**config.mk**
```make
export PLATFORM = sky130hd
export DESIGN_NAME = periodic_task_timing_monitor
export DESIGN_NICKNAME = d
export VERILOG_FILES = /design/src/rtl/ptm_pkg.sv /design/src/rtl/periodic_task_timing_monitor.sv
export SDC_FILE = /design/constraint.sdc
export NUM_CORES = 2
export LEC_CHECK = 0
export ABC_AREA = 1
export BUFFER_PORTS_ARGS = -buffer_cell sky130_fd_sc_hd__buf_2
export CORE_MARGIN = 4
export CORE_UTILIZATION = 30
export DETAILED_ROUTE_END_ITERATION = 10
export MAX_ROUTING_LAYER = met4
export SLEW_MARGIN = 40
export SYNTH_ARGS = -nofsm -noshare
export SYNTH_HDL_FRONTEND = slang
export SYNTH_SLANG_ARGS = --single-unit
```
**constraint.sdc**
```tcl
create_clock -name clk -period 13.35 [get_ports clk]
set_input_delay 1.335 -clock clk [delete_from_list [all_inputs] [get_ports clk]]
set_output_delay 1.335 -clock clk [all_outputs]
set_load 0.1 [all_outputs]
```
**src/rtl/ptm_pkg.sv**
```systemverilog
// Types and constants shared by the periodic task timing monitor.
package ptm_pkg;

    typedef enum logic [1:0] {
        REQ_QUERY        = 2'd0,
        REQ_EXEC_START   = 2'd1,
        REQ_EXEC_END     = 2'd2,
        REQ_START_TIMING = 2'd3
    } req_kind_t;

    typedef enum logic [1:0] {
        REG_EARLY_MARGIN = 2'd0,
        REG_LATE_MARGIN  = 2'd1,
        REG_TASK_PERIOD  = 2'd2,
        REG_NONE         = 2'd3
    } reg_index_t;

    localparam logic [15:0] EARLY_MARGIN_RST = 16'd75;
    localparam logic [15:0] LATE_MARGIN_RST  = 16'd50;
    localparam logic [15:0] TASK_PERIOD_RST  = 16'd100;

    localparam logic [15:0]        RUN_MIN_RST  = 16'hFFFF;
    localparam logic signed [15:0] ACC_MIN_RST  = 16'sh7FFF;
    localparam logic signed [15:0] ACC_MAX_RST  = 16'sh8000;
    localparam logic [31:0]        DEADLINE_RST = 32'hFFFF_FFFF;
    localparam logic [31:0]        DEADLINE_NOW = 32'h0000_0000;
    localparam logic [15:0]        AVAIL_UNLIM  = 16'hFFFF;
    localparam logic [15:0]        AVAIL_MAX    = 16'h7FFF;

    typedef struct packed {
        req_kind_t          req_type;
        logic signed [31:0] time_value;
        logic [2:0]         retrigger_mask;
        logic signed [31:0] exec_deadline;
    } req_word_t;

    typedef struct packed {
        logic signed [31:0] time_to_trigger;
        logic signed [15:0] available_time;
        logic [15:0]        last_exec_time;
        logic [15:0]        min_exec_time;
        logic [15:0]        max_exec_time;
        logic [31:0]        run_count;
        logic [31:0]        exec_time_sum;
        logic signed [31:0] accuracy_sum;
        logic signed [15:0] min_accuracy;
        logic signed [15:0] max_accuracy;
    } rsp_word_t;

endpackage

```
**src/rtl/periodic_task_timing_monitor.sv**
```systemverilog
// Periodic task timing monitor: trigger window queries and run time statistics.
//
// Each request word is registered, evaluated combinationally and its response word
// registered, so the monitor takes one word per clock; a stalled response holds the
// input register, and there is no other limit on throughput. Every request returns
// one response carrying the statistics after that request. Margins and period are
// written over the APB port at byte offsets 0x0, 0x4 and 0x8 (low 16 bits used); the
// user must write them only while no request is in flight, which the block itself
// does not enforce.
module periodic_task_timing_monitor
    import ptm_pkg::*;
(
    input  logic        clk,
    input  logic        rst_n,

    input  logic        req_valid,
    output logic        req_stall,
    input  req_word_t   req,

    output logic        rsp_valid,
    input  logic        rsp_stall,
    output rsp_word_t   rsp,

    input  logic        psel,
    input  logic        penable,
    input  logic        pwrite,
    input  logic [3:0]  paddr,
    input  logic [31:0] pwdata,
    output logic [31:0] prdata,
    output logic        pready
);

    logic [15:0] early_margin_reg;
    logic [15:0] late_margin_reg;
    logic [15:0] task_period_reg;

    logic        in_valid_reg;
    req_word_t   in_word_reg;
    logic        rsp_valid_reg;
    rsp_word_t   rsp_word_reg;

    logic [31:0]        next_trigger_reg,   next_trigger_next;
    logic [31:0]        run_start_reg,      run_start_next;
    logic [31:0]        deadline_reg,       deadline_next;
    logic [15:0]        last_run_reg,       last_run_next;
    logic [15:0]        shortest_run_reg,   shortest_run_next;
    logic [15:0]        longest_run_reg,    longest_run_next;
    logic [31:0]        count_runs_reg,     count_runs_next;
    logic [31:0]        total_run_reg,      total_run_next;
    logic [31:0]        total_accuracy_reg, total_accuracy_next;
    logic signed [15:0] lowest_acc_reg,     lowest_acc_next;
    logic signed [15:0] highest_acc_reg,    highest_acc_next;

    logic        advance;
    logic        cfg_write;
    reg_index_t  cfg_index;

    logic [31:0] now;
    logic [31:0] win_early;
    logic [31:0] win_nominal;
    logic [31:0] win_late;
    logic [31:0] ttt;
    logic [31:0] prev_win;
    logic        done;
    logic [15:0] avail;
    logic [31:0] dl_diff;
    logic [31:0] delta;
    logic signed [15:0] delta_sat;
    rsp_word_t   rsp_word_next;

    // ---- handshake ----
    assign advance   = in_valid_reg && (!rsp_valid_reg || !rsp_stall);
    assign req_stall = in_valid_reg && !advance;
    assign rsp_valid = rsp_valid_reg;
    assign rsp       = rsp_word_reg;

    // ---- configuration ----
    assign pready    = 1'b1;
    assign cfg_index = reg_index_t'(paddr[3:2]);
    assign cfg_write = psel && penable && pwrite;

    always_comb
    begin
        case (cfg_index)
            REG_EARLY_MARGIN: prdata = {16'd0, early_margin_reg};
            REG_LATE_MARGIN:  prdata = {16'd0, late_margin_reg};
            REG_TASK_PERIOD:  prdata = {16'd0, task_period_reg};
            default:          prdata = 32'd0;
        endcase
    end

    always_ff @(posedge clk or negedge rst_n)
    begin
        if (!rst_n)
        begin
            early_margin_reg <= EARLY_MARGIN_RST;
            late_margin_reg  <= LATE_MARGIN_RST;
            task_period_reg  <= TASK_PERIOD_RST;
        end
        else if (cfg_write)
        begin
            case (cfg_index)
                REG_EARLY_MARGIN: early_margin_reg <= pwdata[15:0];
                REG_LATE_MARGIN:  late_margin_reg  <= pwdata[15:0];
                REG_TASK_PERIOD:  task_period_reg  <= pwdata[15:0];
                default:          ;
            endcase
        end
    end

    // ---- query: trigger windows ----
    assign now         = in_word_reg.time_value;
    assign win_early   = next_trigger_reg - {16'd0, early_margin_reg} - now;
    assign win_nominal = next_trigger_reg - now;
    assign win_late    = next_trigger_reg + {16'd0, late_margin_reg} - now;

    always_comb
    begin
        ttt      = 32'd0;
        prev_win = 32'd0;
        done     = 1'b0;
        if (in_word_reg.retrigger_mask[0])
        begin
            ttt      = win_early;
            prev_win = win_early;
            done     = !win_early[31];
        end
        if (!done && in_word_reg.retrigger_mask[1])
        begin
            if (prev_win[31] && !win_nominal[31] && (win_nominal != 32'd0))
            begin
                ttt  = 32'd0;
                done = 1'b1;
            end
            else
            begin
                ttt      = win_nominal;
                done     = !win_nominal[31];
                prev_win = win_nominal;
            end
        end
        if (!done && in_word_reg.retrigger_mask[2])
        begin
            if (prev_win[31] && !win_late[31] && (win_late != 32'd0))
                ttt = 32'd0;
            else
                ttt = win_late;
        end
    end

    // ---- query: time left before deadline ----
    assign dl_diff = deadline_reg - now;

    always_comb
    begin
        if (deadline_reg == DEADLINE_NOW)
            avail = 16'd0;
        else if (deadline_reg == DEADLINE_RST)
            avail = AVAIL_UNLIM;
        else if ($signed(now) >= $signed(deadline_reg))
            avail = 16'd0;
        else if (dl_diff > {16'd0, AVAIL_MAX})
            avail = AVAIL_MAX;
        else
            avail = dl_diff[15:0];
    end

    // ---- accuracy delta, saturated ----
    assign delta = next_trigger_reg - run_start_reg;

    always_comb
    begin
        if (!delta[31] && (delta[30:15] != 16'd0))
            delta_sat = ACC_MIN_RST;
        else if (delta[31] && (delta[30:15] != 16'hFFFF))
            delta_sat = ACC_MAX_RST;
        else
            delta_sat = delta[15:0];
    end

    // ---- state update ----
    always_comb
    begin
        next_trigger_next   = next_trigger_reg;
        run_start_next      = run_start_reg;
        deadline_next       = deadline_reg;
        last_run_next       = last_run_reg;
        shortest_run_next   = shortest_run_reg;
        longest_run_next    = longest_run_reg;
        count_runs_next     = count_runs_reg;
        total_run_next      = total_run_reg;
        total_accuracy_next = total_accuracy_reg;
        lowest_acc_next     = lowest_acc_reg;
        highest_acc_next    = highest_acc_reg;

        case (in_word_reg.req_type)
            REQ_QUERY:        ;
            REQ_EXEC_START:
            begin
                run_start_next = now;
                deadline_next  = in_word_reg.exec_deadline;
            end
            REQ_EXEC_END:
            begin
                last_run_next   = now[15:0] - run_start_reg[15:0];
                count_runs_next = count_runs_reg + 32'd1;
                if (count_runs_next != 32'd0)
                begin
                    total_run_next      = total_run_reg + {16'd0, last_run_next};
                    total_accuracy_next = total_accuracy_reg + delta;
                    if (last_run_next > longest_run_reg)
                        longest_run_next = last_run_next;
                    if (last_run_next < shortest_run_reg)
                        shortest_run_next = last_run_next;
                    if (delta_sat > highest_acc_reg)
                        highest_acc_next = delta_sat;
                    if (delta_sat < lowest_acc_reg)
                        lowest_acc_next = delta_sat;
                end
                else
                begin
                    total_run_next      = 32'd0;
                    total_accuracy_next = 32'd0;
                    longest_run_next    = 16'd0;
                    shortest_run_next   = RUN_MIN_RST;
                    lowest_acc_next     = ACC_MIN_RST;
                    highest_acc_next    = ACC_MAX_RST;
                end
                next_trigger_next = next_trigger_reg + {16'd0, task_period_reg};
            end
            REQ_START_TIMING: next_trigger_next = now;
            default:          ;
        endcase
    end

    // ---- response word ----
    always_comb
    begin
        rsp_word_next.time_to_trigger = 32'sd0;
        rsp_word_next.available_time  = 16'sd0;
        if (in_word_reg.req_type == REQ_QUERY)
        begin
            rsp_word_next.time_to_trigger = ttt;
            rsp_word_next.available_time  = avail;
        end
        rsp_word_next.last_exec_time = last_run_next;
        rsp_word_next.min_exec_time  = shortest_run_next;
        rsp_word_next.max_exec_time  = longest_run_next;
        rsp_word_next.run_count      = count_runs_next;
        rsp_word_next.exec_time_sum  = total_run_next;
        rsp_word_next.accuracy_sum   = total_accuracy_next;
        rsp_word_next.min_accuracy   = lowest_acc_next;
        rsp_word_next.max_accuracy   = highest_acc_next;
    end

    // ---- registers ----
    always_ff @(posedge clk or negedge rst_n)
    begin
        if (!rst_n)
        begin
            in_valid_reg       <= 1'b0;
            rsp_valid_reg      <= 1'b0;
            next_trigger_reg   <= 32'd0;
            run_start_reg      <= 32'd0;
            deadline_reg       <= DEADLINE_RST;
            last_run_reg       <= 16'd0;
            shortest_run_reg   <= RUN_MIN_RST;
            longest_run_reg    <= 16'd0;
            count_runs_reg     <= 32'd0;
            total_run_reg      <= 32'd0;
            total_accuracy_reg <= 32'd0;
            lowest_acc_reg     <= ACC_MIN_RST;
            highest_acc_reg    <= ACC_MAX_RST;
        end
        else
        begin
            if (!req_stall)
                in_valid_reg <= req_valid;
            if (advance)
                rsp_valid_reg <= 1'b1;
            else if (!rsp_stall)
                rsp_valid_reg <= 1'b0;
            if (advance)
            begin
                next_trigger_reg   <= next_trigger_next;
                run_start_reg      <= run_start_next;
                deadline_reg       <= deadline_next;
                last_run_reg       <= last_run_next;
                shortest_run_reg   <= shortest_run_next;
                longest_run_reg    <= longest_run_next;
                count_runs_reg     <= count_runs_next;
                total_run_reg      <= total_run_next;
                total_accuracy_reg <= total_accuracy_next;
                lowest_acc_reg     <= lowest_acc_next;
                highest_acc_reg    <= highest_acc_next;
            end
        end
    end

    always_ff @(posedge clk)
    begin
        if (req_valid && !req_stall)
            in_word_reg <= req;
        if (advance)
            rsp_word_reg <= rsp_word_next;
    end

endmodule

```
==> results_tabular.tex <==
\begin{tabular}{lr}
\hline
Metric & Value \\
\hline
\multicolumn{2}{l}{\textbf{Floorplan}} \\
IO Pins & 371 \\
Horizontal extent of the die & 383 um \\
Total Die Area & 147000 um2 \\
Num rows & 137 \\
Vertical extent of the die & 383 um \\
Starting density of the core & 30.2\% \\
Std-Cell Core Area & 140000 um2 \\
\multicolumn{2}{l}{\textbf{GRT}} \\
Via count of the first global-routing pass & 34600 \\
Maximum number of pins on one net before global-route repair & 151 \\
Global Route Usage Sum & 19.2\% \\
First-pass GRT wire length & 211 mm \\
Antenna violations before repair & 13 \\
Remaining global-route overflow & 0 \\
\multicolumn{2}{l}{\textbf{Yosys}} \\
Synthesized flop and latch total & 615 \\
Sequential-to-total area share from yosys stat & 40.1\% \\
Yosys warning total & 0 \\
Avg Synthesized Cell Area & 8.14 um2 \\
Share of Yosys cell area claimed by the top area cell type & 20.8\% \\
Largest area contributor in the netlist & edfxtp\_1 \\
Synthesized area & 42200 um2 \\
Distinct cells, synth & 69 \\
Synth top area cells & edfxtp\_1 (21\%), dfrtp\_1 (15\%), nand2\_1 (10\%) \\
Post-Syn Instances & 5188 \\
\multicolumn{2}{l}{\textbf{STA}} \\
RSZ-0062 raised after global routing & no \\
Least-Margin Pin Slew & 850 ps \\
Setup-failing EPs final & 0 \\
Minimum period implied by the final worst setup slack & 5770 ps \\
Final hold violation count & 0 \\
Post-Route Setup TNS & 0 ps \\
Worst slew margin relative to its limit & 43.3\% \\
Worst clock skew on the final layout & 29.4 ps \\
Max-slew violation count & 0 \\
Maximum operating frequency & 173 MHz \\
Final worst-path cycle share & 43.2\% \\
\multicolumn{2}{l}{\textbf{Critical path}} \\
Critical path fanouts, max & 28 \\
Data arrival at the endpoint of the critical path & 6380 ps \\
CP Capture Type & flip-flop \\
Crit Path Category & reg2reg \\
Required time of the critical path & 13960 ps \\
Setup crit start kind & flip-flop \\
Crit path top cell by count & nand2\_1 \\
Worst path max stage delay & 530 ps \\
Slowest library cell on the worst path & dfrtp\_1 \\
\multicolumn{2}{l}{\textbf{Detailed routing}} \\
Drt pass-1 iters & 6 \\
WL/cell & 18.8 um \\
Number of DRC markers in iteration 0 & 2714 \\
\# DRC & 0 \\
Total wire length & 140 mm \\
Via-to-Cell Ratio & 4.85 \\
Routed vias & 36000 \\
Antenna violation net count after detailed routing & 0 \\
\multicolumn{2}{l}{\textbf{Finish}} \\
Fraction of final layout cells with drive strength greater than 1 & 11.8\% \\
Flip-flop count of the largest register after layout & 224 \\
Area grow syn2layout & 15.1\% \\
Final-stage net count & 5993 \\
\multicolumn{2}{l}{\textbf{Worst hold path}} \\
HP Class & reg2reg \\
\multicolumn{2}{l}{\textbf{Placed design}} \\
DP Wirelength & 109 mm \\
Weighted congestion at the end of routability-driven global placement & 0.948 \\
Count of port buffers added during placement & 335 \\
\multicolumn{2}{l}{\textbf{Clocking}} \\
TritonCTS clock tree & built \\
Number of clock buffers inserted by TritonCTS & 76 \\
Post-CTS resize count & 0 \\
Clock insertion delay at the later pin of the skew report & 700 ps \\
CTS Root Buffer Type & clkbuf\_16 \\
Setup bufs post-CTS & 0 \\
CTS H-tree depth & 3 \\
Number of buffers added to fix hold violations after cts & 0 \\
Clock-pin slew reported for the worst setup and hold paths after clock tree synthesis & 60 ps \\
Number of buffers on the longest clock path & 3 \\
Sinks on the clock net & 615 \\
\multicolumn{2}{l}{\textbf{Outcome}} \\
Status & finished clean \\
\multicolumn{2}{l}{\textbf{Run}} \\
Max Cap Viol & 0 \\
\hline
\end{tabular}
-- layout by cell type (no fill, tap or decap), types with 63 or more instances in the layout --
cell / count
dfrtp_1: 248
dfstp_2: 74
xor2_1: 174
nand3_1: 134
nand4_1: 63
o22ai_1: 68
clkbuf_16: 77
ha_1: 346
o21ai_0: 547
a21oi_1: 365
xnor2_1: 70
nand2_1: 1151
edfxtp_1: 293
inv_1: 804
buf_2: 334
nor2_1: 239
-- critical path, delay by kind of cell, from the launching register on --
family	cells	cell delay (ps)
AND/OR/NAND/NOR	15	2010
AO/OA/AOI/OAI	8	1510
adder cells (fa/ha/maj)	2	800
flip-flops	1	530
XOR/XNOR	1	520
buffers and inverters	3	270
-- kinds of logic (layout without fill, tap and decap cells) --
kind of cell	Yosys count	count (layout)	synth area share, %
AOI/OAI and AO/OA	1183	1183	15.3
xor gates and xnor gates	246	246	5.12
DFF	615	615	40.1
other	2	29	0.0178
adders and majority gates	399	399	12.8
buffers and inverters	980	1323	9.04
and+or+nand+nor	1763	1763	17.6
-- metal layers --
metal  vias up  routed length, um  global-route usage, %
li1      17800                  -                      -
met1     17100              60500                   24.5
met2       960              67300                   31.8
met3       206               8280                   2.70
met4         0               3950                   5.41
met5         -                  0                      -
-- metrics by stage --
stage	std cells	setup slack, ps	utilization (%)	area [um2]	hold WS [ps]
2_1_floorplan	5203	8820	-	42300	433
3_3_place_gp	7274	7330	32.8	45800	447
3_5_place_dp	7277	7250	32.9	45900	447
4_1_cts	7419	7220	34.7	48500	461
5_1_grt	7425	6990	34.8	48600	477
6_report	7434	7580	34.8	48600	457
-- cell usage after synthesis, drive strengths merged --
cell type and n:
nand2 1181, inv 819, o21ai 586, a21oi 369, ha 346, edfxtp 293, nor2 249, dfrtp 248
xor2 175, nand3 154, clkbuf 97, dfstp 74, xnor2 71, o22ai 68, buf 63, nand4 63
nor3 57, fa 53, nor4 34, o211ai 29, a31oi 22, o221ai 21, a21boi 18, a21o 18
o21bai 18, a211oi 9, o21a 7, nand3b 6, o31ai 6, or2 6, a221oi 4, and3 4
a22oi 3, nor3b 3, and2 2, conb 2, nor4b 2, o2111ai 2, or4 2, a2111oi 1
a221o 1, a41oi 1, clkinv 1
-- final timing paths --
kind | startpoint | end | slack, ps | cells past startpoint
worst max-delay path | next_trigger_reg[14]$_DFFE_PN0P_ | highest_acc_reg[7]$_DFFE_PN0P_ | 7580 | 29
worst min-delay path | in_word_reg[29]$_DFFE_PP_ | deadline_reg[29]$_DFFE_PN1P_ | 460 | 2
worst max register to register | next_trigger_reg[14]$_DFFE_PN0P_ | highest_acc_reg[7]$_DFFE_PN0P_ | 7580 | 29
worst min register to register | in_word_reg[29]$_DFFE_PP_ | deadline_reg[29]$_DFFE_PN1P_ | 460 | 2
max in group asynchronous | rst_n | shortest_run_reg[13]$_DFFE_PN1P_ | 10760 | 4
min in group asynchronous | rst_n | total_accuracy_reg[23]$_DFFE_PN0P_ | 670 | 1
-- final cells by class --
type,count,area [um2]
fill,14600,91100
multi-input combinational,3608,21600
sequential,615,16900
inverter,820,3090
tap,1876,2350
clock buffer,101,2090
timing repair buffer,361,2010
clock inverter,41,531
antenna,12,30.0
Power is left out: the tool's default activity adds up to more than one toggle a clock period on the data nets, which glitch-free logic cannot reach.
